[src/rtl/core/sorted_key_table_search_macros.svh]
// Assertion macros for the RTL that checks itself.
// Each macro samples on clk and is disabled while arst_n is low.
`ifndef SORTED_KEY_TABLE_SEARCH_MACROS_SVH
`define SORTED_KEY_TABLE_SEARCH_MACROS_SVH
`ifndef ASSERT_OFF
// Check a condition at every rising clock edge
`define SKTS_ASSERT(name, prop, msg) \
	name: assert property (@(posedge clk) disable iff (!arst_n) (prop)) else $error(msg);
// Check a consequence in the cycle after its trigger
`define SKTS_ASSERT_NEXT(name, ante, cons, msg) \
	name: assert property (@(posedge clk) disable iff (!arst_n) (ante) |=> (cons)) else $error(msg);
`else
`define SKTS_ASSERT(name, prop, msg)
`define SKTS_ASSERT_NEXT(name, ante, cons, msg)
`endif
`endif

[src/rtl/core/skts_ram.sv]
`timescale 1ns / 1ps
module skts_ram #(
	parameter int unsigned WIDTH = 8,
	parameter int unsigned DEPTH = 16,
	localparam int unsigned AW = $clog2(DEPTH)
) (
	input  logic             clk,
	input  logic             we,
	input  logic [AW-1:0]    waddr,
	input  logic [WIDTH-1:0] wdata,
	input  logic [AW-1:0]    raddr,
	output logic [WIDTH-1:0] rdata
);

	logic [WIDTH-1:0] mem [DEPTH];

	// write port, registered read port
	always_ff @(posedge clk) begin
		if (we) begin
			mem[waddr] <= wdata;
		end
		rdata <= mem[raddr];
	end

endmodule

[config.mk]
export PLATFORM = sky130hd
export DESIGN_NAME = skts_ram
export DESIGN_NICKNAME = d
export VERILOG_FILES = /design/src/rtl/core/sorted_key_table_search_macros.svh /design/src/rtl/core/skts_ram.sv
export SDC_FILE = /design/constraint.sdc
export NUM_CORES = 1
export LEC_CHECK = 0
export ABC_AREA = 1
export BUFFER_PORTS_ARGS = -buffer_cell sky130_fd_sc_hd__buf_2
export CAP_MARGIN = 20
export CELL_PAD_IN_SITES_DETAIL_PLACEMENT = 0
export CELL_PAD_IN_SITES_GLOBAL_PLACEMENT = 1
export CORE_ASPECT_RATIO = 0.9
export CORE_UTILIZATION = 38
export DETAILED_ROUTE_END_ITERATION = 10
export PLACE_DENSITY = 0.73
export SYNTH_ARGS = -nofsm -noshare
export SYNTH_HDL_FRONTEND = slang
export SYNTH_SLANG_ARGS = --single-unit
[constraint.sdc]
create_clock -name clk -period 2.2 [get_ports clk]
set_input_delay 0.44 -clock clk [delete_from_list [all_inputs] [get_ports clk]]
set_output_delay 0.44 -clock clk [all_outputs]
set_load 0.1 [all_outputs]
---- Yosys cells after proc, flatten, opt, wreduce, memory -nomap -nowiden ----
Memory sizes are Yosys's and may differ from the RTL's. A register that Yosys moved wholly into a read port is not among the register bits.
Cells that the tools add are included.
storage, ports and cells
  logic and storage cells ................. 3
  bits in registers ....................... 0
  bits in writable memories ............... 128
  bits of input ports ..................... 18
  memories ................................ 1
memory list
  name  depth  width  rd ports  clocked after memory_dff  write ports  RTL line        RTL
  mem   16     8      1         1                         1            skts_ram.sv:15  logic [WIDTH-1:0] mem [DEPTH];
cells by class
  multiplexer cells ....................... 2
operator list
  operator          number
  1-bit 2-to-1 mux  2

---- Longest topological paths before layout ----
  depth in word-level cells ............... 2
  mapped depth ............................ 8

---- Worst setup path before layout ----
OpenSTA, ideal clock, no wires.
  path kind ............................... input -> register
  start ................................... input waddr[2]
  end ..................................... memory mem[10][0] (enable)
  stages on the path ...................... 2
  required time ........................... 1.830 ns
  arrival time ............................ 1.021 ns
  library setup time ...................... 0.370 ns
  buffers on the path ..................... 0
  path slack .............................. 0.809 ns
  path through ............................ nand3b_1 nor2_1
RTL lines
  item                RTL line        RTL
  start: declaration  skts_ram.sv:9   input logic [AW-1:0] waddr,
  end: declaration    skts_ram.sv:15
No word-level cell before the write port.

---- Worst setup path in the final report ----
  start ................................... register rdata[3], read port of mem
  end ..................................... output rdata[3]
RTL lines
  item                RTL line        RTL
  start: declaration  skts_ram.sv:12  output logic [WIDTH-1:0] rdata
No word-level cell between the ends.

==> run_results.csv <==
group,metric,value,unit
power,sequentialPowerShare,48.7,%
run_status,run_status,"finished clean",
power,ir_drop,0.658,mV
critical_path,r2r_end,"rdata[5]",
die,placement_rows,42,
yosys,synth_largest_type_area_fraction,66.7,%
power,p_leak,2.90,nW
cells_and_area,layout-area-overhead-vs-synth,15.9,%
placed_design,placed_cell_area,0.00614,mm²
cts,cts_max_path_buffers,2,
cells_and_area,n_antenna_cell,0,
critical_path,worst_setup_path_end_kind,"output pin",
cells_and_area,fin_area,0.00669,mm²
power,combinationalPowerShare,7.7,%
drt,route.detailed.drc,0,
drt,detail_route.first_pass.iterations,5,
drt,routed.top_layer,"met4",
critical_path,start_kind,"flip-flop",
yosys,synth_top_area_cell,"sky130_fd_sc_hd__edfxtp_1",
die,pin_count,26,
yosys,synth.ff_latch_count,136,
timing,worst_slew_margin,53.9,%
cells_and_area,stdcell_count,803,
placed_design,hpwlAfterDp,7.57,mm
placed_design,gp_congestion,0.752,
timing,setup_total_negative_slack,0,ns
yosys,postSynthCellCount,551,
timing,setup_repair_after_global_routing_missed_its_margin,"no",
cells_and_area,nets,610,
power,p_clk_share,43.5,%
critical_path,worst-endpoint-required,1.76,ns
cts,cts_htree_levels,4,
drt,m1WireLength,6.30,mm
critical_path,critical_path_arrival,1.20,ns
timing,final_max_slew_viol_count,0,
hold_path,whs_endpoint,"mem[15][2]",
yosys,proportion_of_synthesized_chip_area_in_sequential_cells,69.4,%
power,net-switching-power,1.34,mW
critical_path,regToRegStartpoint,"mem[11][5]",
die,die_width,132,µm
cts,cts_repair_resize_count,0,
job,max_cap_violations,0,
global_routing,pin_count_of_the_biggest_net_entering_global_routing,65,
yosys,postSynthAreaPerCell,10.5,µm²
drt,drt_first_iter_violations,337,
power,power.share.switching,22.4,%
global_routing,track_usage,18.1,%
hold_path,min-delay-start,"wdata[2]",
critical_path,largest_delay_contributor_family_on_the_critical_path,"buffers and inverters",
critical_path,r2r_setup_slack,1.16,ns
yosys,synth_top_cells_by_area,"sky130_fd_sc_hd__edfxtp_1 67%, sky130_fd_sc_hd__nand2_1 11%, sky130_fd_sc_hd__nand3_1 8.4%",
die,die_area,0.0157,mm²
critical_path,worstSetupPathType,"flip-flop to output pin",
critical_path,reg2reg_depth,6,
drt,totalWireLength,12.9,mm
drt,routed-wl-met3,579,µm
critical_path,cp_cell_sequence,"buf_2",
cells_and_area,fillCellCount,1389,
cts,clock-sinks,136,
power,pwr_density_cell,895,mW/mm²
critical_path,timing.critical_path.fanout_max,1,
drt,dr_total_vias,3675,
yosys,synthesis.nets,569,
drt,met2_wirelength,5.80,mm
hold_path,worst_hold_path_type,"primary input to flip-flop",
placed_design,port_buffers,25,
die,die-height,119,µm
cts,tritoncts.num_buffers,17,
global_routing,first_pass_grt_wire_length,20.6,mm
power,power_report.internal_total,4.64,mW
yosys,mappedNetlistArea,0.00577,mm²
yosys,synth_warnings,0,
die,floorplan.initialDensity,39.1,%
die,coreArea,0.0148,mm²
cts,clk_root_buffer_cell,"sky130_fd_sc_hd__clkbuf_16",
global_routing,antenna_found_initial,0,
cts,holdBufCountCts,0,
yosys,synth.lib_cells_used.distinct,12,
timing,final.period_utilization,74.3,%
drt,remaining_antenna_violation_count_after_routing,0,
placed_design,placedCellCount,771,
cts,clkLatencyLatePin,0.42,ns
cells_and_area,drive_above_1_share,11.9,%
drt,routedWlPerCell,16.1,µm
timing,setup-violations-final,0,
cts,clk_transition_reported_paths,0.05,ns
drt,post_drt_via_cell_ratio,4.58,
cts,cts_setup_buffers,0,
global_routing,overflow,0,
hold_path,holdPathStages,1,
critical_path,max_stage_delay,0.44,ns
timing,final_worst_clock_skew,0.00651,ns
timing,max_slew.worst_pin.slew,0.691,ns
cts,tritoncts_clock_tree,"yes",
timing,final.min_clock_period,1.64,ns
global_routing,grt_pass1_vias,3570,
critical_path,cpMaxStageDelayCell,"sky130_fd_sc_hd__buf_2",
timing,fmax,612,MHz
critical_path,cp_num_buf_inv,1,
timing,finalHoldViolations,0,
==> sequential cells by signal, summed over array words and instances (netlist names) <==
name   flops
rdata      8
mem      128
==> worst max path at each step <==
stage | from | endpoint | slack [ns] | cells past startpoint
6_report | rdata[3] | rdata[3] | 0.56 | 1
5_1_grt | rdata[3] | rdata[3] | 0.54 | 1
4_1_cts | rdata[2] | rdata[2] | 0.56 | 1
3_5_place_dp | raddr[0] | rdata[5] | 0.50 | 7
3_3_place_gp | raddr[2] | rdata[5] | 0.52 | 5
2_1_floorplan | waddr[2] | mem[10][0] | 0.81 | 2
==> through the flow <==
stage	power [mW]	hold WS, ns	util [%]	setup WS [ns]
3_3_place_gp	3.43	0.658	41.6	0.518
4_1_cts	6.02	0.414	45.3	0.560
3_5_place_dp	3.43	0.649	41.6	0.497
5_1_grt	6.18	0.425	45.3	0.543
2_1_floorplan	3.29	0.539	-	0.809
6_report	5.98	0.413	45.3	0.565
==> area by class of cell <==
type | instances | area (µm²) | share of cell area [%]
inverter | 102 | 383 | 5.73
clock buffer | 28 | 497 | 7.43
tap | 198 | 248 | 3.71
timing repair buffer | 46 | 295 | 4.42
multi-input combinational | 289 | 1210 | 18.2
clock inverter | 4 | 45.0 | 0.674
sequential | 136 | 4000 | 59.9
==> synthesized netlist by cell type, drive strengths merged <==
| library cell | n |
|---|---|
| dfxtp | 8 |
| nand3 | 97 |
| inv | 102 |
| edfxtp | 128 |
| nor2 | 17 |
| nand3b | 2 |
| nand2 | 173 |
| buf | 24 |
==> power by group through the flow <==
stage	logic, mW	clock network, mW	registers (mW)
floorplan	0.204	0	3.09
global placement	0.463	0	2.97
detailed placement	0.466	0	2.97
CTS	0.467	2.64	2.92
global route	0.507	2.76	2.92
finish	0.461	2.60	2.92
==> layout by cell type (no fill, tap or decap) <==
master	count
sky130_fd_sc_hd__nand3b_1	2
sky130_fd_sc_hd__nor2_1	17
sky130_fd_sc_hd__dfxtp_1	8
sky130_fd_sc_hd__edfxtp_1	128
sky130_fd_sc_hd__buf_2	25
sky130_fd_sc_hd__inv_1	100
sky130_fd_sc_hd__bufinv_16	1
sky130_fd_sc_hd__clkinv_2	3
sky130_fd_sc_hd__nand2_1	173
sky130_fd_sc_hd__clkbuf_16	17
sky130_fd_sc_hd__buf_4	20
sky130_fd_sc_hd__clkbuf_1	8
sky130_fd_sc_hd__buf_12	1
sky130_fd_sc_hd__clkbuf_8	3
sky130_fd_sc_hd__nand3_1	97
sky130_fd_sc_hd__inv_2	2
==> cell families after synthesis <==
family,after synthesis,share of synthesized area (%)
simple gates,289,21.0
flops,136,69.4
buf+inv,126,9.52
==> per-layer routing <==
| metal | up-vias | GRT usage [%] |
|---|---|---|
| met3 | 13 | 4.04 |
| met1 | 1729 | 25.5 |
| met4 | 0 | 7.34 |
| met2 | 76 | 27.1 |
| li1 | 1857 | - |
| met5 | - | 0 |
Note: power is estimated with default switching activity, not from simulation.
