### src/rtl/core/sorted_key_table_search_macros.svh
// Assertion macros for the RTL that checks itself.
// Each macro samples on clk and is disabled while arst_n is low.
`ifndef SORTED_KEY_TABLE_SEARCH_MACROS_SVH
`define SORTED_KEY_TABLE_SEARCH_MACROS_SVH
`ifndef ASSERT_OFF
// Check a condition at every rising clock edge
`define SKTS_ASSERT(name, prop, msg) \
	name: assert property (@(posedge clk) disable iff (!arst_n) (prop)) else $error(msg);
// Check a consequence in the cycle after its trigger
`define SKTS_ASSERT_NEXT(name, ante, cons, msg) \
	name: assert property (@(posedge clk) disable iff (!arst_n) (ante) |=> (cons)) else $error(msg);
`else
`define SKTS_ASSERT(name, prop, msg)
`define SKTS_ASSERT_NEXT(name, ante, cons, msg)
`endif
`endif

### src/rtl/core/skts_pkg.sv
`timescale 1ns / 1ps
package skts_pkg;

	// table geometry
	localparam int unsigned TABLE_DEPTH = 1024;
	localparam int unsigned ADDR_W      = $clog2(TABLE_DEPTH);
	localparam int unsigned CNT_W       = $clog2(TABLE_DEPTH + 1);

	// fixed field widths
	localparam int unsigned KEY_W = 32;
	localparam int unsigned OFS_W = 32;
	localparam int unsigned GEN_W = 32;
	localparam int unsigned IDX_W = 10;
	localparam int unsigned ENT_W = 11;
	localparam int unsigned ENTRY_W = KEY_W + OFS_W;

	typedef enum logic [1:0] {
		OP_APPEND = 2'd0,
		OP_FIND   = 2'd1,
		OP_CLEAR  = 2'd2
	} op_e;

	typedef enum logic [1:0] {
		ST_OK      = 2'd0,
		ST_MISSING = 2'd1,
		ST_FULL    = 2'd2,
		ST_ORDER   = 2'd3
	} status_e;

	typedef enum logic [1:0] {
		T_IDLE,
		T_EXEC,
		T_SEARCH,
		T_OUT
	} top_state_t;

	typedef enum logic [1:0] {
		S_IDLE,
		S_PROBE,
		S_FIN
	} srch_state_t;

	// search request from control to the search engine
	typedef struct packed {
		logic             start;
		logic [KEY_W-1:0] key;
		logic [CNT_W-1:0] count;
	} srch_req_t;

	// search response back to control
	typedef struct packed {
		logic             done;
		logic             hit;
		logic [CNT_W-1:0] pos;
		logic [OFS_W-1:0] offset;
	} srch_rsp_t;

	// one result transaction
	typedef struct packed {
		status_e          status;
		logic [IDX_W-1:0] idx;
		logic [OFS_W-1:0] offset;
		logic [ENT_W-1:0] entries;
		logic [GEN_W-1:0] gen;
	} result_t;

endpackage

### src/rtl/core/skts_search.sv
`timescale 1ns / 1ps
module skts_search (
	input  logic                        clk,
	input  logic                        arst_n,
	input  skts_pkg::srch_req_t         req,
	output skts_pkg::srch_rsp_t         rsp,
	output logic [skts_pkg::ADDR_W-1:0] rd_addr,
	input  logic [skts_pkg::ENTRY_W-1:0] rd_data
);
	import skts_pkg::*;

	srch_state_t      state_q, state_d;
	logic [CNT_W-1:0] lo_q, hi_q, mid_q, cnt_q;
	logic [KEY_W-1:0] probe_q;
	logic [CNT_W-1:0] nlo, nhi, nmid, start_mid;
	logic             below, more;
	logic [KEY_W-1:0] rd_key;
	logic [OFS_W-1:0] rd_ofs;

	assign rd_key    = rd_data[KEY_W-1:0];
	assign rd_ofs    = rd_data[ENTRY_W-1:KEY_W];
	assign start_mid = req.count >> 1;

	// narrow the window with the key read back for mid_q
	always_comb begin
		below = rd_key < probe_q;
		nlo   = below ? (mid_q + CNT_W'(1)) : lo_q;
		nhi   = below ? hi_q : mid_q;
		nmid  = nlo + ((nhi - nlo) >> 1);
		more  = nlo < nhi;
	end

	// next state
	always_comb begin
		state_d = state_q;
		case (state_q)
			S_IDLE: begin
				if (req.start) begin
					state_d = (req.count != '0) ? S_PROBE : S_FIN;
				end
			end
			S_PROBE: begin
				if (!more) begin
					state_d = S_FIN;
				end
			end
			S_FIN:   state_d = S_IDLE;
			default: state_d = S_IDLE;
		endcase
	end

	// read address and response
	always_comb begin
		rd_addr    = '0;
		rsp.done   = 1'b0;
		rsp.hit    = 1'b0;
		rsp.pos    = lo_q;
		rsp.offset = rd_ofs;
		case (state_q)
			S_IDLE: begin
				rd_addr = start_mid[ADDR_W-1:0];
			end
			S_PROBE: begin
				rd_addr = more ? nmid[ADDR_W-1:0] : nlo[ADDR_W-1:0];
			end
			S_FIN: begin
				rsp.done = 1'b1;
				rsp.hit  = (lo_q < cnt_q) && (rd_key == probe_q);
			end
			default: rd_addr = '0;
		endcase
	end

	// hold state
	always_ff @(posedge clk or negedge arst_n) begin
		if (!arst_n) begin
			state_q <= S_IDLE;
		end else begin
			state_q <= state_d;
		end
	end

	// advance the search window
	always_ff @(posedge clk) begin
		if (state_q == S_IDLE && req.start) begin
			lo_q    <= '0;
			hi_q    <= req.count;
			mid_q   <= start_mid;
			cnt_q   <= req.count;
			probe_q <= req.key;
		end else if (state_q == S_PROBE) begin
			lo_q  <= nlo;
			hi_q  <= nhi;
			mid_q <= nmid;
		end
	end

endmodule
### config.mk
export PLATFORM = sky130hd
export DESIGN_NAME = skts_search
export DESIGN_NICKNAME = d
export VERILOG_FILES = /design/src/rtl/core/sorted_key_table_search_macros.svh /design/src/rtl/core/skts_pkg.sv /design/src/rtl/core/skts_search.sv
export SDC_FILE = /design/constraint.sdc
export NUM_CORES = 1
export LEC_CHECK = 0
export ABC_AREA = 1
export BUFFER_PORTS_ARGS = -buffer_cell sky130_fd_sc_hd__clkbuf_2
export CORE_ASPECT_RATIO = 0.9
export CORE_UTILIZATION = 55
export CTS_BUF_LIST = sky130_fd_sc_hd__clkbuf_2 sky130_fd_sc_hd__clkbuf_4 sky130_fd_sc_hd__clkbuf_8
export CTS_CLUSTER_SIZE = 24
export DETAILED_ROUTE_END_ITERATION = 6
export PLACE_DENSITY = 0.84
export SLEW_MARGIN = 20
export SYNTH_ARGS = -nofsm -noshare
export SYNTH_HDL_FRONTEND = slang
export SYNTH_SLANG_ARGS = --single-unit
### constraint.sdc
create_clock -name clk -period 5.75 [get_ports clk]
set_clock_uncertainty 0.2 [all_clocks]
set_input_delay 0.575 -clock clk [delete_from_list [all_inputs] [get_ports clk]]
set_output_delay 0.575 -clock clk [all_outputs]
set_load 0.1 [all_outputs]
# Word-level counts from Yosys, hierarchy flattened
# Cells that the tools add are included.
[classes] add_sub_neg=3 magnitude_cmp=3 eq_ne=5 n_mux=13 reduce_logical=6
[ops] cell="$mux 11" n=4
[ops] cell="$eq 32x32->1" n=1
[ops] cell="$lt 32x32->1" n=1
[ops] cell="$mux 10" n=3
[ops] cell="$lt 11x11->1" n=2
[ops] cell="$pmux 10 s2" n=1
[ops] cell="$add 11x1->11 const B" n=1
[ops] cell="$add 11x10->11" n=1
[ops] cell="$reduce_bool 11->1" n=1
[ops] cell="$sub 11x11->11" n=1
[ops] cell="$mux 2" n=4
[ops] cell="$ne 2x2->1 const B" n=2
[ops] cell="$pmux 2 s2" n=1
[ops] cell="$eq 2x1->1 const B" n=1
[ops] cell="$eq 2x2->1 const B" n=1
[ops] cell="$logic_and 1x1->1" n=2
[ops] cell="$logic_not 2->1" n=1
[ops] cell="$reduce_and 2->1" n=1
[ops] cell="$reduce_bool 2->1" n=1
[totals] reg_bits=78 inputBits=110 output_inout_bits=55 word_cells=37

# Longest topological paths before layout
[logic_depth] ltp_word=6 ltp_mapped=34 depth_no_buf=34

# Worst setup path after synthesis
# OpenSTA, ideal clock, no wires.
[synth_timing] path_type="input-to-output" from="in rd_data[27] (netlist bit)" to="out rd_addr[9] (netlist bit)" arrival_ps=5193 t_required_ps=4975 setup_slack_ps=-218 path_stages=29 path_buffers=3 path_cell_list="ha_1 nand2_1 inv_2 nand2_1 nor2_4 nand2_2 inv_1 nand2_1 nand4_4 buf_8 clkinv_1 clkbuf_1 clkbuf_1 o21ai_0 ha_1 nand2_1 o21a_4 o21ai_4 xor2_1 ha_1 nand2_1 nor2_1 a211oi_1 nand2_1 nand2_1 nand3_1 nand3_1 nand2_1 o21ai_1"
[synth_between] elab_chain_len=6 elab_cells_between_ends=8 cone_classes="2 x add/sub; 2 x order compare; 4 x mux"
[synth_lines] item="from (decl)" line="skts_search.sv:8" source="input logic [skts_pkg::ENTRY_W-1:0] rd_data"
[synth_lines] item="$lt 32x32->1 (*)" line="skts_search.sv:26" source="below = rd_key < probe_q;"
[synth_lines] item="$mux 11, on equally long branches" line="skts_search.sv:28, skts_search.sv:27"
[synth_lines] item="$sub 11x11->11" line="skts_search.sv:29" source="nmid = nlo + ((nhi - nlo) >> 1);"
[synth_lines] item="$add 11x10->11" line="skts_search.sv:29"
[synth_lines] item="$mux 10 (*)" line="skts_search.sv:64" source="rd_addr = more ? nmid[ADDR_W-1:0] : nlo[ADDR_W-1:0];"
[synth_lines] item="$pmux 10 s2 (*)" line="skts_search.sv:59" source="case (state_q)"
[synth_lines] item="to (decl)" line="skts_search.sv:7" source="output logic [skts_pkg::ADDR_W-1:0] rd_addr,"
# Mark *: on every way between the ends. The rest lies on a longest branch, timed or not.

# Worst setup path in the final report
[layout_timing] from="reg probe_q[27]" to="out rd_addr[8] (netlist bit)"
[layout_between] elab_chain_len=6 elab_cells_between_ends=8 cone_classes="2 x add/sub; 2 x order compare; 4 x mux"
[layout_lines] item="from (decl)" line="skts_search.sv:14" source="logic [KEY_W-1:0] probe_q;"
[layout_lines] item="from (signal assigned)" line="skts_search.sv:90" source="probe_q <= req.key;"
[layout_lines] item="$lt 32x32->1 (*)" line="skts_search.sv:26"
[layout_lines] item="$mux 11, on equally long branches" line="skts_search.sv:28, skts_search.sv:27"
[layout_lines] item="$sub 11x11->11" line="skts_search.sv:29"
[layout_lines] item="$add 11x10->11" line="skts_search.sv:29"
[layout_lines] item="$mux 10 (*)" line="skts_search.sv:64"
[layout_lines] item="$pmux 10 s2 (*)" line="skts_search.sv:59"
# Marks and branches as above.

==> impl_metrics.csv <==
group,metric,value,unit
route,routed_wl,15060,um
cells_and_area,drive_above_1_share,0.2371,
global_routing,grt_overflow,0,
synthesis,synthesis.nets,900,
clocking,clock_path_buffers,2,
outcome,status,"finished clean",
cells_and_area,final_design_area_no_fill,6788,sq um
setup_path,maximum_single_stage_delay_on_the_critical_path,0.37,ns
timing,final_max_slew_viol_count,0,
synthesis,synth_cells,726,
cells_and_area,layout.cells.non_filler,943,
die,die_x,110.8,um
route,avgRoutedWirePerCell,15.97,um
flow_run,cap_violations,0,
timing,report.final.hold_viol_count,0,
timing,setup_tns,0,ns
global_routing,grt_max_degree,59,
timing,relSlewSlack,0.2496,
clocking,cts_root_buf,"sky130_fd_sc_hd__clkbuf_8",
global_routing,busiest_layer,"met2",
synthesis,synth.yosys.seq_area_share,0.3779,
synthesis,synth_warnings,0,
global_routing,global_route.usage.total,0.2683,
route,drcViolationCount,0,
min_path,min_delay_path_depth,1,
setup_path,type_of_destination_of_the_critical_path,"output pin",
global_routing,global_route.usage.met3,0.04287,
place,dp.final_hpwl,11180,um
route,via_per_inst,5.472,
timing,setup_violations,0,
route,detailedRoute.firstPassIterationCount,5,
die,core_region_area,10290,sq um
die,floorplan.io_pins,165,
setup_path,crit_arrival,4.70,ns
die,initial_utilization,0.5689,
die,die_footprint,11060,sq um
timing,timing.final.crit_share,0.9528,
clocking,tritoncts.num_buffers,9,
route,detail_route.iter0.violations,563,
timing,tightest_slew,1.123,ns
route,route.antenna.remaining_nets,0,
cells_and_area,layout_commonest_cell,"sky130_fd_sc_hd__nand2_1",
global_routing,grt_use_met1,0.3388,
global_routing,grt_pass1_vias,4834,
clocking,worst_skew_pair.late_latency,0.37,ns
cells_and_area,commonest_cells_after_routing_fill_and_taps_aside,"204 x sky130_fd_sc_hd__nand2_1, 116 x sky130_fd_sc_hd__inv_1, 90 x sky130_fd_sc_hd__clkbuf_2",
synthesis,yosysUniqueCellTypes,52,
place,finalWeightedCongestion,0.9404,
global_routing,grt_antenna_before_repair,0,
setup_path,cp_max_fo,8,
place,dp_cells,920,
setup_path,required,4.97,ns
setup_path,critical_path.slowest_cell,"sky130_fd_sc_hd__edfxtp_1",
clocking,htreeDepth,3,
place,placement.io_buffers,100,
die,fp-row-count,35,
clocking,clk_pin_slew_worst_paths,0.09,ns
timing,period_needed,5.479,ns
clocking,tritoncts,"done",
min_path,min_path_type,"input port to flop",
die,die_height,99.88,um
clocking,cts_num_sinks,78,
synthesis,syn_area_per_cell,8.064,sq um
synthesis,mappedNetlistArea,5854,sq um
setup_path,worst-r2r-cell-count,31,
setup_path,startpoint_type,"flop",
setup_path,critPathMostFrequentCell,"sky130_fd_sc_hd__nand2_1",
timing,maxClockFrequency,182.5,MHz
cells_and_area,layout_overhead_on_the_synthesized_area,15.94,%
synthesis,ys_seq_elements,78,
global_routing,wire_length_of_the_first_global_routing_pass,23330,um
route,via_count,5160,
setup_path,criticalPathCategory,"flop to output pin",
cells_and_area,finish.net_count,983,
cells_and_area,diodes,0,
global_routing,gr-usage-met2,0.4611,
place,placedInstanceArea,6424,sq um
-- final timing paths --
kind                                        from                      to  slack, ns
max in group asynchronous                 arst_n  state_q[0]$_DFFE_PN0P_       4.92
setup reg to reg           probe_q[27]$_DFFE_PP_  mid_q[10]$_SDFFE_PP0P_       1.08
hold reg to reg             lo_q[0]$_SDFFE_PP0P_    lo_q[0]$_SDFFE_PP0P_       0.34
min in group asynchronous                 arst_n  state_q[1]$_DFFE_PN0P_       0.34
setup / recovery           probe_q[27]$_DFFE_PP_              rd_addr[8]       0.27
hold / removal                           req[27]   probe_q[16]$_DFFE_PP_       0.17
-- worst max-delay path: cells and delay by family (launching register included) --
kind | cells | cell delay [ns]
multiplexers | 1 | 0.18
buffers and inverters | 5 | 0.52
AO/OA/AOI/OAI | 5 | 0.72
flip-flops | 1 | 0.37
AND/OR/NAND/NOR | 14 | 1.21
adder cells (fa/ha/maj) | 4 | 1.14
XOR/XNOR | 1 | 0.15
-- cell usage after synthesis (all sizes together) --
cell type  instances  area share
and2               1      0.0015
a2111oi            1      0.0015
nor3               3      0.0026
nor2              31       0.022
clkbuf             6      0.0038
ha                62        0.13
nor4               2      0.0021
a21oi             25       0.022
dfxtp             12       0.041
dfrtp              2      0.0085
mux2i              1      0.0017
a21o               5      0.0064
fa                 2      0.0068
o21ai             46       0.041
a221oi             1      0.0015
nand3b             3      0.0045
nand3             27       0.026
a31o               1      0.0015
o21bai             2      0.0032
or2                1      0.0011
nand2            229        0.16
xnor2              6      0.0090
a31oi              1      0.0011
or4                1      0.0013
o22ai              2      0.0021
o211ai             2      0.0026
edfxtp            64        0.33
o211a              1      0.0017
buf               36       0.047
a211oi             2      0.0026
clkinv             2      0.0013
o21a               4      0.0064
inv              125       0.081
nand4              7       0.010
xor2              10       0.015
-- registers in the layout, summed over array words and instances (netlist names) --
| signal | count |
|---|---|
| cnt_q | 11 |
| hi_q | 11 |
| lo_q | 11 |
| mid_q | 11 |
| probe_q | 32 |
| state_q | 2 |
-- cell type report --
| cell class | instances | area [sq um] |
|---|---|---|
| Clock buffer | 12 | 146.4 |
| Clock inverter | 4 | 50.05 |
| Multi-Input combinational cell | 479 | 2948 |
| Sequential cell | 78 | 2212 |
| Timing Repair Buffer | 114 | 783.3 |
| Fill cell | 803 | 3503 |
| Inverter | 127 | 486.7 |
| Tap cell | 129 | 161.4 |
-- metal layers --
metal / wire length, um / part of all wire / up-vias
met1: 5922 / 0.39 / 2345
met5: 0 / 0 / -
met3: 1345 / 0.089 / 57
met4: 561 / 0.037 / 0
met2: 7227 / 0.48 / 276
li1: - / - / 2482
-- metrics by stage --
stage | setup WS (ns) | util | hold slack [ns]
after global routing | -0.08457 | 0.6596 | 0.1666
after CTS | 0.07008 | 0.6443 | 0.1776
final | 0.2713 | 0.6596 | 0.1706
after detailed placement | 0.1019 | 0.6242 | 0.1625
after global placement | 0.2703 | 0.6242 | 0.1623
after floorplan | 0.09684 | - | 0.07941
-- logic make-up after synthesis --
| logic type | after synthesis | synth area share |
|---|---|---|
| AND/OR/NAND/NOR | 305 | 0.2300 |
| buffers and inverters | 169 | 0.1334 |
| AO/OA/AOI/OAI | 93 | 0.09382 |
| flip-flops | 78 | 0.3779 |
| adder cells (fa/ha/maj) | 64 | 0.1393 |
| XOR/XNOR | 16 | 0.02394 |
| multiplexers | 1 | 0.001710 |
-- timing repair --
item                                   CTS  global route
setup endpoints to repair                1             6
endpoints found under the hold margin    2             0
gates resized for setup                  1            30
pin swaps                                0             8
hold buffers                             1             0
buffers inserted                         0             6
Power is not shown: default switching activity piles up to over one toggle a cycle in this logic, so the estimate is an artifact.
